--- config.mk ---
export PLATFORM = sky130hd
export DESIGN_NAME = moving_average_trade_signal_top
export DESIGN_NICKNAME = d
export VERILOG_FILES = /design/src/sv/sma_pkg.sv /design/src/sv/sma_ram.sv /design/src/sv/sma_update.sv /design/src/sv/sma_out_skid.sv /design/src/sv/moving_average_trade_signal_top.sv
export SDC_FILE = /design/constraint.sdc
export NUM_CORES = 2
export LEC_CHECK = 0
export BUFFER_PORTS_ARGS = -buffer_cell sky130_fd_sc_hd__buf_2
export CORE_MARGIN = 10
export CORE_UTILIZATION = 40
export DETAILED_ROUTE_END_ITERATION = 10
export PLACE_DENSITY = 0.53
export SLEW_MARGIN = 5
export SYNTH_ARGS = -nofsm -noshare
export SYNTH_HDL_FRONTEND = slang
export SYNTH_HIERARCHICAL = 1
export SYNTH_SLANG_ARGS = --single-unit
--- constraint.sdc ---
create_clock -name clk -period 16.05 [get_ports clk]
set_input_delay 0.8025 -clock clk [delete_from_list [all_inputs] [get_ports clk]]
set_output_delay 0.8025 -clock clk [all_outputs]
set_load 0.02 [all_outputs]
--- src/sv/sma_pkg.sv ---
// Shared field widths, order side codes and the result beat type for the
// moving average signal block. No dependencies.
package sma_pkg;

  localparam int SYM_IN_W = 4;
  localparam int PRICE_W  = 32;
  localparam int TDATA_W  = 40;
  localparam int SYM_SPAN = 1 << SYM_IN_W;

  typedef enum logic {
    SIDE_BUY  = 1'b0,
    SIDE_SELL = 1'b1
  } order_side_t;

  typedef struct packed {
    logic [SYM_IN_W-1:0] symbol;
    order_side_t         side;
    logic [PRICE_W-1:0]  price;
  } order_t;

endpackage

--- src/sv/sma_ram.sv ---
// Generic simple dual-port RAM: one write port, one read port with a
// registered read (old data on a same-address collision). No dependencies.
module sma_ram #(
  parameter int WIDTH = 32,
  parameter int DEPTH = 16,
  parameter int AW    = (DEPTH > 1) ? $clog2(DEPTH) : 1
) (
  input  logic             clk,
  input  logic             we,
  input  logic [AW-1:0]    waddr,
  input  logic [WIDTH-1:0] wdata,
  input  logic             re,
  input  logic [AW-1:0]    raddr,
  output logic [WIDTH-1:0] rdata
);

  logic [WIDTH-1:0] mem_r [DEPTH];

  always_ff @(posedge clk) begin
    if (we) begin
      mem_r[waddr] <= wdata;
    end
    if (re) begin
      rdata <= mem_r[raddr];
    end
  end

endmodule

--- src/sv/sma_update.sv ---
// Per-symbol update pipeline: symbol state memory, price window memory,
// forwarding and the mean compare. Depends on sma_pkg and sma_ram.
module sma_update
  import sma_pkg::*;
#(
  parameter int NUM_SYMBOLS = 16,
  parameter int WINDOW      = 5
) (
  input  logic                clk,
  input  logic                rst_n,
  input  logic                en_i,
  input  logic                in_valid_i,
  input  logic [SYM_IN_W-1:0] in_sym_i,
  input  logic [PRICE_W-1:0]  in_price_i,
  output logic                res_valid_o,
  output order_t              res_o
);

  localparam int SYM_DEPTH  = (NUM_SYMBOLS < SYM_SPAN) ? NUM_SYMBOLS : SYM_SPAN;
  localparam int SYM_W      = (SYM_DEPTH > 1) ? $clog2(SYM_DEPTH) : 1;
  localparam int FILL_W     = $clog2(WINDOW + 1);
  localparam int SLOT_W     = $clog2(WINDOW);
  localparam int SLOT_SUM_W = SLOT_W + 1;
  localparam int SUM_W      = PRICE_W + $clog2(WINDOW);
  localparam int WIN_DEPTH  = SYM_DEPTH * WINDOW;
  localparam int WIN_AW     = (WIN_DEPTH > 1) ? $clog2(WIN_DEPTH) : 1;
  localparam int ST_W       = FILL_W + SLOT_W + SUM_W;

  typedef struct packed {
    logic [FILL_W-1:0] fill;
    logic [SLOT_W-1:0] oldest;
    logic [SUM_W-1:0]  sum;
  } sym_state_t;

  // intake
  logic             in_range;
  logic [SYM_W-1:0] in_idx;

  // stage 1: state read back
  logic                s1_valid_r;
  logic [SYM_IN_W-1:0] s1_sym_r;
  logic [PRICE_W-1:0]  s1_price_r;
  logic                s1_sval_r;
  logic [SYM_W-1:0]    s1_idx;
  sym_state_t          cur;
  logic                filling;
  logic [SLOT_SUM_W-1:0] fill_sum;
  logic [SLOT_SUM_W-1:0] evict_inc;
  logic [SLOT_W-1:0]   fill_slot;
  logic [SLOT_W-1:0]   evict_slot;
  logic [SLOT_W-1:0]   slot;
  logic [SLOT_W-1:0]   new_oldest;
  logic [FILL_W-1:0]   new_fill;
  logic [WIN_AW-1:0]   win_addr;
  logic [SUM_W-1:0]    scaled;

  // stage 2: old price back, sum update
  logic                s2_valid_r;
  logic [SYM_IN_W-1:0] s2_sym_r;
  logic [PRICE_W-1:0]  s2_price_r;
  logic [FILL_W-1:0]   s2_fill_r;
  logic [SLOT_W-1:0]   s2_oldest_r;
  logic [SUM_W-1:0]    s2_sum_r;
  logic                s2_sub_r;
  logic [SUM_W-1:0]    s2_scaled_r;
  logic [SYM_W-1:0]    s2_idx;
  logic [PRICE_W-1:0]  old_price;
  logic [SUM_W-1:0]    sum_new;
  sym_state_t          wr_state;

  // last write, for a read issued at the same edge
  logic                w_valid_r;
  logic [SYM_W-1:0]    w_idx_r;
  sym_state_t          w_state_r;

  // stage 3: compare
  logic                s3_valid_r;
  logic [SYM_IN_W-1:0] s3_sym_r;
  logic [PRICE_W-1:0]  s3_price_r;
  logic [SUM_W-1:0]    s3_sum_r;
  logic [SUM_W-1:0]    s3_scaled_r;
  logic                s3_full_r;

  logic [SYM_DEPTH-1:0] sval_r;
  logic [ST_W-1:0]      st_rdata;

  assign in_range = ({{(32 - SYM_IN_W){1'b0}}, in_sym_i} < 32'(NUM_SYMBOLS));
  assign in_idx   = in_sym_i[SYM_W-1:0];
  assign s1_idx   = s1_sym_r[SYM_W-1:0];
  assign s2_idx   = s2_sym_r[SYM_W-1:0];

  sma_ram #(.WIDTH(ST_W), .DEPTH(SYM_DEPTH), .AW(SYM_W)) u_state_ram (
    .clk   (clk),
    .we    (en_i && s2_valid_r),
    .waddr (s2_idx),
    .wdata (wr_state),
    .re    (en_i),
    .raddr (in_idx),
    .rdata (st_rdata)
  );

  // read the evicted price and replace it in the same cycle
  sma_ram #(.WIDTH(PRICE_W), .DEPTH(WIN_DEPTH), .AW(WIN_AW)) u_window_ram (
    .clk   (clk),
    .we    (en_i && s1_valid_r),
    .waddr (win_addr),
    .wdata (s1_price_r),
    .re    (en_i),
    .raddr (win_addr),
    .rdata (old_price)
  );

  // forward the newest state of this symbol
  always_comb begin
    if (s2_valid_r && (s2_idx == s1_idx)) begin
      cur = wr_state;
    end else if (w_valid_r && (w_idx_r == s1_idx)) begin
      cur = w_state_r;
    end else if (s1_sval_r) begin
      cur = sym_state_t'(st_rdata);
    end else begin
      cur = '0;
    end
  end

  always_comb begin
    filling   = (cur.fill < FILL_W'(WINDOW));
    fill_sum  = SLOT_SUM_W'(cur.oldest) + SLOT_SUM_W'(cur.fill[SLOT_W-1:0]);
    if (fill_sum >= SLOT_SUM_W'(WINDOW)) begin
      fill_slot = SLOT_W'(fill_sum - SLOT_SUM_W'(WINDOW));
    end else begin
      fill_slot = fill_sum[SLOT_W-1:0];
    end
    if (SLOT_SUM_W'(cur.oldest) >= SLOT_SUM_W'(WINDOW)) begin
      evict_slot = '0;
    end else begin
      evict_slot = cur.oldest;
    end
    evict_inc = SLOT_SUM_W'(evict_slot) + SLOT_SUM_W'(1);
    if (filling) begin
      slot       = fill_slot;
      new_oldest = cur.oldest;
      new_fill   = cur.fill + FILL_W'(1);
    end else begin
      slot       = evict_slot;
      new_oldest = (evict_inc == SLOT_SUM_W'(WINDOW)) ? '0 : evict_inc[SLOT_W-1:0];
      new_fill   = cur.fill;
    end
    win_addr = WIN_AW'(s1_idx) * WIN_AW'(WINDOW) + WIN_AW'(slot);
    scaled   = SUM_W'(s1_price_r) * SUM_W'(WINDOW);
  end

  always_comb begin
    sum_new = s2_sum_r - (s2_sub_r ? SUM_W'(old_price) : SUM_W'(0)) + SUM_W'(s2_price_r);
    wr_state.fill   = s2_fill_r;
    wr_state.oldest = s2_oldest_r;
    wr_state.sum    = sum_new;
  end

  always_ff @(posedge clk) begin
    if (!rst_n) begin
      s1_valid_r <= 1'b0;
      s2_valid_r <= 1'b0;
      s3_valid_r <= 1'b0;
      w_valid_r  <= 1'b0;
      sval_r     <= '0;
    end else if (en_i) begin
      s1_valid_r <= in_valid_i && in_range;
      s2_valid_r <= s1_valid_r;
      s3_valid_r <= s2_valid_r;
      w_valid_r  <= s2_valid_r;
      if (s2_valid_r) begin
        sval_r[s2_idx] <= 1'b1;
      end
    end
  end

  always_ff @(posedge clk) begin
    if (en_i) begin
      s1_sym_r    <= in_sym_i;
      s1_price_r  <= in_price_i;
      s1_sval_r   <= sval_r[in_idx];
      s2_sym_r    <= s1_sym_r;
      s2_price_r  <= s1_price_r;
      s2_fill_r   <= new_fill;
      s2_oldest_r <= new_oldest;
      s2_sum_r    <= cur.sum;
      s2_sub_r    <= !filling;
      s2_scaled_r <= scaled;
      w_idx_r     <= s2_idx;
      w_state_r   <= wr_state;
      s3_sym_r    <= s2_sym_r;
      s3_price_r  <= s2_price_r;
      s3_sum_r    <= sum_new;
      s3_scaled_r <= s2_scaled_r;
      s3_full_r   <= (s2_fill_r == FILL_W'(WINDOW));
    end
  end

  assign res_valid_o  = en_i && s3_valid_r && s3_full_r && (s3_scaled_r != s3_sum_r);
  assign res_o.symbol = s3_sym_r;
  assign res_o.side   = (s3_scaled_r > s3_sum_r) ? SIDE_BUY : SIDE_SELL;
  assign res_o.price  = s3_price_r;

  a_evict_only_full: assert property (@(posedge clk) disable iff (!rst_n)
    s2_valid_r && s2_sub_r |-> s2_fill_r == FILL_W'(WINDOW))
    else $error("eviction with a window that is not full");

  a_oldest_in_window: assert property (@(posedge clk) disable iff (!rst_n)
    s2_valid_r |-> SLOT_SUM_W'(s2_oldest_r) < SLOT_SUM_W'(WINDOW))
    else $error("oldest slot beyond window");

  a_stall_freezes: assert property (@(posedge clk) disable iff (!rst_n)
    !en_i |=> $stable(s1_valid_r) && $stable(s2_valid_r) && $stable(s3_valid_r))
    else $error("pipeline moved during stall");

endmodule

--- src/sv/sma_out_skid.sv ---
// Output register with a one-entry skid stage for result beats.
// Depends on sma_pkg.
module sma_out_skid
  import sma_pkg::*;
(
  input  logic   clk,
  input  logic   rst_n,
  input  logic   push_i,
  input  order_t push_data_i,
  output logic   full_o,
  output logic   out_valid_o,
  input  logic   out_ready_i,
  output order_t out_data_o
);

  logic   out_valid_r;
  logic   out_valid_nxt;
  logic   skid_valid_r;
  logic   skid_valid_nxt;
  order_t out_data_r;
  order_t out_data_nxt;
  order_t skid_data_r;
  order_t skid_data_nxt;
  logic   pop;

  assign pop = out_valid_r && out_ready_i;

  always_comb begin
    out_valid_nxt  = out_valid_r;
    skid_valid_nxt = skid_valid_r;
    out_data_nxt   = out_data_r;
    skid_data_nxt  = skid_data_r;
    if (skid_valid_r) begin
      if (pop) begin
        out_data_nxt   = skid_data_r;
        skid_valid_nxt = 1'b0;
      end
    end else if (push_i) begin
      if (!out_valid_r || pop) begin
        out_data_nxt  = push_data_i;
        out_valid_nxt = 1'b1;
      end else begin
        skid_data_nxt  = push_data_i;
        skid_valid_nxt = 1'b1;
      end
    end else if (pop) begin
      out_valid_nxt = 1'b0;
    end
  end

  always_ff @(posedge clk) begin
    if (!rst_n) begin
      out_valid_r  <= 1'b0;
      skid_valid_r <= 1'b0;
    end else begin
      out_valid_r  <= out_valid_nxt;
      skid_valid_r <= skid_valid_nxt;
    end
  end

  always_ff @(posedge clk) begin
    out_data_r  <= out_data_nxt;
    skid_data_r <= skid_data_nxt;
  end

  assign full_o      = skid_valid_r;
  assign out_valid_o = out_valid_r;
  assign out_data_o  = out_data_r;

  a_skid_behind_out: assert property (@(posedge clk) disable iff (!rst_n)
    skid_valid_r |-> out_valid_r)
    else $error("skid holds a beat while output is empty");

  a_no_push_full: assert property (@(posedge clk) disable iff (!rst_n)
    push_i |-> !skid_valid_r)
    else $error("result pushed into a full output stage");

  a_skid_drains: assert property (@(posedge clk) disable iff (!rst_n)
    skid_valid_r && pop |=> out_valid_r && !skid_valid_r)
    else $error("skid beat not moved to output");

endmodule

--- src/sv/moving_average_trade_signal_top.sv ---
// Top level of the moving average crossover signal block.
// Depends on sma_pkg, sma_update, sma_out_skid (and sma_ram below them).
//
// Takes one price beat per clock while ready (symbol index, price in ticks)
// and keeps, per symbol, the last WINDOW prices, a fill count and a running
// sum. Once a symbol's window is full, each new price is compared with the
// window mean (price * WINDOW against the sum) and a buy order (tuser 0)
// leaves when the price is above the mean, a sell order (tuser 1) when it is
// below; equal prices and filling windows produce no beat. Symbol indexes at
// or beyond NUM_SYMBOLS are dropped without touching state. Throughput is one
// beat per cycle while in_tready is high. Each beat passes the three-stage
// pipeline (read-modify-write through the per-symbol state memory and the
// price window memory, then the compare) and the output register, with
// forwarding between beats of the same symbol. The output side holds up to
// two results, so in_tready depends only on registered state and drops only
// when both are occupied.
// Per-symbol state is cleared at reset through valid flags; there is no
// memory clearing pass and the block is ready from the first cycle.
module moving_average_trade_signal_top
  import sma_pkg::*;
#(
  parameter int NUM_SYMBOLS = 16,
  parameter int WINDOW      = 5
) (
  input  logic               clk,
  input  logic               rst_n,
  input  logic               in_tvalid,
  output logic               in_tready,
  input  logic [TDATA_W-1:0] in_tdata,   // [3:0] symbol_index, [35:4] price, zero pad
  output logic               out_tvalid,
  input  logic               out_tready,
  output logic [TDATA_W-1:0] out_tdata,  // [3:0] order_symbol, [35:4] order_price, zero pad
  output logic [0:0]         out_tuser   // [0] order_side
);

  logic   stall;
  logic   res_valid;
  order_t res;
  order_t out_beat;

  // hold the whole pipeline while both output slots are taken
  assign in_tready = !stall;

  sma_update #(
    .NUM_SYMBOLS (NUM_SYMBOLS),
    .WINDOW      (WINDOW)
  ) u_update (
    .clk         (clk),
    .rst_n       (rst_n),
    .en_i        (!stall),
    .in_valid_i  (in_tvalid),
    .in_sym_i    (in_tdata[SYM_IN_W-1:0]),
    .in_price_i  (in_tdata[SYM_IN_W +: PRICE_W]),
    .res_valid_o (res_valid),
    .res_o       (res)
  );

  sma_out_skid u_out (
    .clk         (clk),
    .rst_n       (rst_n),
    .push_i      (res_valid),
    .push_data_i (res),
    .full_o      (stall),
    .out_valid_o (out_tvalid),
    .out_ready_i (out_tready),
    .out_data_o  (out_beat)
  );

  // pack the result beat: symbol low, price above, zero fill to whole bytes
  assign out_tdata = {{(TDATA_W - SYM_IN_W - PRICE_W){1'b0}}, out_beat.price, out_beat.symbol};
  assign out_tuser = out_beat.side;

endmodule
==> impl_metrics.xml <==
<?xml version="1.0" encoding="UTF-8"?>
<metrics>
  <group name="sta">
    <metric name="period_minus_slack" unit="ns">9.658</metric>
    <metric name="setup_viol_count_final" unit="">0</metric>
    <metric name="timing.final.hold_violations" unit="">0</metric>
    <metric name="max_freq" unit="MHz">103.5</metric>
    <metric name="maxSlewViolCount" unit="">0</metric>
    <metric name="rsz0062_at_grt" unit="">no</metric>
    <metric name="tightestPinTransition" unit="ns">1.232</metric>
    <metric name="timing.max_slew.rel_slack" unit="%">17.62</metric>
    <metric name="finalClockSkew" unit="ns">0.04431</metric>
    <metric name="fin_crit_sh" unit="%">60.18</metric>
    <metric name="timing.setup.tns" unit="ns">0</metric>
  </group>
  <group name="clocking">
    <metric name="clk_path_buf_depth" unit="">4</metric>
    <metric name="cts.root.buffer_cell" unit="">sky130_fd_sc_hd__clkbuf_16</metric>
    <metric name="tritoncts" unit="">built</metric>
    <metric name="cts_made_buffers" unit="">388</metric>
    <metric name="clock_pin_slew_of_the_registers_on_the_worst_case_setup_and_hold_paths" unit="ns">0.06</metric>
    <metric name="clock_latency" unit="ns">0.95</metric>
    <metric name="htreeDepth" unit="">5</metric>
    <metric name="clkSinkCount" unit="">3643</metric>
  </group>
  <group name="grt">
    <metric name="grtUsageMet3" unit="%">2.803</metric>
    <metric name="globalRouteTotalUtil" unit="%">19.74</metric>
    <metric name="antenna_found_initial" unit="">24</metric>
    <metric name="use_met2" unit="%">32.83</metric>
    <metric name="gr-usage-met1" unit="%">27.42</metric>
    <metric name="first_pass_grt_wire_length" unit="um">546400</metric>
    <metric name="grt_max_degree" unit="">151</metric>
    <metric name="grt_overflow" unit="">0</metric>
    <metric name="vias_in_the_first_global_route" unit="">71915</metric>
    <metric name="globalRoute.busiestLayer" unit="">met2</metric>
  </group>
  <group name="final_layout">
    <metric name="num-nets-final" unit="">7577</metric>
    <metric name="final_layout_size_suffix_gt1_share" unit="%">24.42</metric>
    <metric name="finalInstanceArea" unit="um2">163600</metric>
    <metric name="final_core_utilization" unit="%">45.61</metric>
    <metric name="area_growth_from_synthesis_to_layout" unit="%">13.73</metric>
  </group>
  <group name="critical_path">
    <metric name="crit_path_cell_trace" unit="">and2b_1, or3_1, nor3_2, nand2_1, a31oi_1, ha_1, ha_1, inv_1, ha_1, nand2b_1, a21boi_4, mux2i_1, o21ai_1, ha_1, ha_4, fa_4, buf_12, buf_4, mux4_2, mux2i_1, o32ai_1, o31ai_1, o221ai_1</metric>
    <metric name="critical_path_fanout_max" unit="">65</metric>
    <metric name="setup.reg_to_reg.worst_slack" unit="ns">6.39</metric>
    <metric name="r2r_path_start" unit="">u_update/s1_idx[0]</metric>
    <metric name="worst_ep_required_time" unit="ns">16.58</metric>
    <metric name="critical_path.max_stage_delay" unit="ns">1.20</metric>
    <metric name="path_common_cell" unit="">sky130_fd_sc_hd__ha_1</metric>
    <metric name="critPathArrivalTime" unit="ns">10.19</metric>
    <metric name="cp.buffers_inverters" unit="">3</metric>
    <metric name="timing_worst_setup_path_type" unit="">reg2reg</metric>
    <metric name="critical_path.top_delay_family" unit="">compound AO/OA/AOI/OAI gates</metric>
    <metric name="worst_path_max_delay_cell" unit="">sky130_fd_sc_hd__fa_4</metric>
    <metric name="setup.worst_path.start" unit="">u_update/s1_idx[0]</metric>
    <metric name="crit_path_end_kind" unit="">flip-flop</metric>
    <metric name="critical_path.startpoint_type" unit="">flip-flop</metric>
  </group>
  <group name="floorplan">
    <metric name="num_io_pins" unit="">87</metric>
    <metric name="die_area" unit="um2">383900</metric>
    <metric name="initial_core_util" unit="%">40.10</metric>
    <metric name="die_h" unit="um">619.6</metric>
    <metric name="core_area" unit="um2">358700</metric>
    <metric name="row_count" unit="">220</metric>
    <metric name="dieWidth" unit="um">619.6</metric>
  </group>
  <group name="synthesis">
    <metric name="post_synth_xor_area_fraction" unit="%">0.4506</metric>
    <metric name="dominant_combinational_cell_family_by_area_after_synthesis" unit="">multiplexers</metric>
    <metric name="area_contributors_post_synth" unit="">sky130_fd_sc_hd__edfxtp_1 76%, sky130_fd_sc_hd__mux4_2 12%, sky130_fd_sc_hd__ha_1 1.3%</metric>
    <metric name="synth.mux.area_fraction" unit="%">13.96</metric>
    <metric name="synth_adder_area_share" unit="%">1.795</metric>
    <metric name="synth.lib_cells_used.distinct" unit="">90</metric>
    <metric name="netlist_instances" unit="">6938</metric>
    <metric name="yosys.area_share.simple" unit="%">2.662</metric>
    <metric name="synth.yosys.seq_area_share" unit="%">75.91</metric>
    <metric name="synth.largest_area_cell" unit="">sky130_fd_sc_hd__edfxtp_1</metric>
    <metric name="dominantRegCellSynth" unit="">sky130_fd_sc_hd__edfxtp_1</metric>
    <metric name="synth_compound_gate_area_share" unit="%">3.402</metric>
    <metric name="syn_avg_cell_area" unit="um2">20.73</metric>
    <metric name="synth.top_cell.area_share" unit="%">75.62</metric>
    <metric name="syn_area" unit="um2">143800</metric>
    <metric name="ys_seq_elements" unit="">3643</metric>
    <metric name="ys_warn_count" unit="">6</metric>
    <metric name="synth-async-reset-ratio" unit="%">0</metric>
    <metric name="synth_edf_count" unit="">3622</metric>
  </group>
  <group name="placed_design">
    <metric name="portBuffers" unit="">78</metric>
    <metric name="dpl.hpwl" unit="um">222100</metric>
    <metric name="dpl_cell_area" unit="um2">151200</metric>
    <metric name="globalplace.congestion" unit="">0.8161</metric>
  </group>
  <group name="hold_path">
    <metric name="hold_start" unit="">in_tdata[29]</metric>
    <metric name="hold_path_class" unit="">in2reg</metric>
  </group>
  <group name="detailed_routing">
    <metric name="remaining_drc_errors" unit="">0</metric>
    <metric name="avgViaCountPerCell" unit="">5.677</metric>
    <metric name="route.final.wire_length" unit="um">384600</metric>
    <metric name="detail_route.wl_per_cell" unit="um">30.90</metric>
    <metric name="num_vias" unit="">70656</metric>
    <metric name="detail-route-antenna-nets" unit="">0</metric>
    <metric name="detailedRoute.firstIterationViolations" unit="">7113</metric>
    <metric name="detail_route.first_pass.iterations" unit="">5</metric>
  </group>
  <group name="run">
    <metric name="cap_viol_max_count" unit="">0</metric>
  </group>
  <group name="power">
    <metric name="leakagePower" unit="nW">52.83</metric>
    <metric name="ir_drop" unit="mV">0.09851</metric>
    <metric name="power-per-cell-area" unit="nW/um2">132.2</metric>
  </group>
  <group name="status">
    <metric name="run_status" unit="">completed</metric>
  </group>
</metrics>
final timing paths:
check | end | depth (start not counted)
worst max-delay path | u_update/u_window_ram/rdata[22] | 23
worst min register to register | u_update/s3_scaled_r[15] | 0
worst max register to register | u_update/u_window_ram/rdata[22] | 23
worst min-delay path | u_update/s1_price_r[25] | 1
cell usage in the layout, fill, tap and decap left out, types with 54 or more instances in the layout:
cell type	Yosys	layout
sky130_fd_sc_hd__a21oi_1	93	92
sky130_fd_sc_hd__mux2_2	54	54
sky130_fd_sc_hd__nor2b_1	63	59
sky130_fd_sc_hd__mux2i_1	141	141
sky130_fd_sc_hd__buf_2	94	76
sky130_fd_sc_hd__nand2_1	208	208
sky130_fd_sc_hd__nor2_4	0	89
sky130_fd_sc_hd__clkinv_1	0	108
sky130_fd_sc_hd__ha_1	151	149
sky130_fd_sc_hd__mux4_2	778	778
sky130_fd_sc_hd__o21ai_0	66	66
sky130_fd_sc_hd__a22oi_1	118	118
sky130_fd_sc_hd__clkbuf_16	0	391
sky130_fd_sc_hd__inv_1	190	188
sky130_fd_sc_hd__edfxtp_1	3622	3622
sky130_fd_sc_hd__buf_4	64	245
sky130_fd_sc_hd__nand3_1	87	86
sky130_fd_sc_hd__clkbuf_1	119	91
sky130_fd_sc_hd__o22ai_1	76	76
sky130_fd_sc_hd__clkinv_2	0	57
sky130_fd_sc_hd__nor2_1	235	145
synth_stat cells, drive strengths merged (87+ instances only):
cell type,count
ha,151
buf,217
nor2,235
mux2,90
edfxtp,3622
mux4,778
nand3,87
mux2i,141
clkbuf,119
nand2,208
a21oi,94
inv,191
a22oi,118
report_power, final:
group	switching, mW	total [mW]	internal, mW
Combinational	1.41	2.18	0.770
Clock	3.68	8.54	4.87
Sequential	0.142	10.9	10.8
Total	5.22	21.6	16.4
sequential cells by signal, summed over array words and instances, names as in the netlist, 33 cells and up:
signal / count
u_out/skid_data_r: 37
u_update/s3_sum_r: 35
u_update/u_state_ram/rdata: 41
u_update/s2_scaled_r: 33
u_out/out_data_o: 37
u_update/u_window_ram/mem_r: 2560
u_update/u_state_ram/mem_r: 656
u_update/s2_sum_r: 35
u_update/s3_scaled_r: 33
through the flow:
step | instances | hold slack, ns | setup WS (ns) | total power, mW
global route | 12439 | 0.08736 | 5.910 | 22.37
floorplan | 6941 | 0.4003 | 3.784 | 12.36
global placement | 11707 | 0.4060 | 6.461 | 13.27
CTS | 12434 | 0.04872 | 6.403 | 21.86
detailed placement | 11707 | 0.4045 | 6.451 | 13.30
finish | 12447 | 0.1474 | 6.392 | 21.63
timing repair:
item                                   CTS  global route
endpoints found under the hold margin   24             0
hold buffers                            24             0
setup buffers                            0             0
gates resized for setup                  0             0
cell type report:
cell class	count	area [um2]
Clock buffer	482	10130
Tap cell	4773	5972
Timing Repair Buffer	353	2606
Inverter	191	724.4
Clock inverter	221	1924
Sequential cell	3643	109200
Fill cell	30295	195100
Multi-Input combinational cell	2771	33000
Antenna cell	13	32.53
kinds of logic (layout without fill, tap and decap cells):
group | count (synthesis) | after routing
AND/OR/NAND/NOR | 807 | 807
AO/OA/AOI/OAI | 691 | 691
multiplexers | 1009 | 1009
other | 1 | 17
buffers and inverters | 527 | 1247
XOR/XNOR | 74 | 74
adder cells (fa/ha/maj) | 186 | 186
flip-flops | 3643 | 3643
per-layer routing:
| layer | part of all wire [%] | vias up |
|---|---|---|
| met4 | 2.8 | 6 |
| met1 | 42 | 38333 |
| li1 | - | 29526 |
| met3 | 6.1 | 562 |
| met5 | 0.010 | - |
| met2 | 49 | 2229 |
Power figures use the tool's default switching activity.
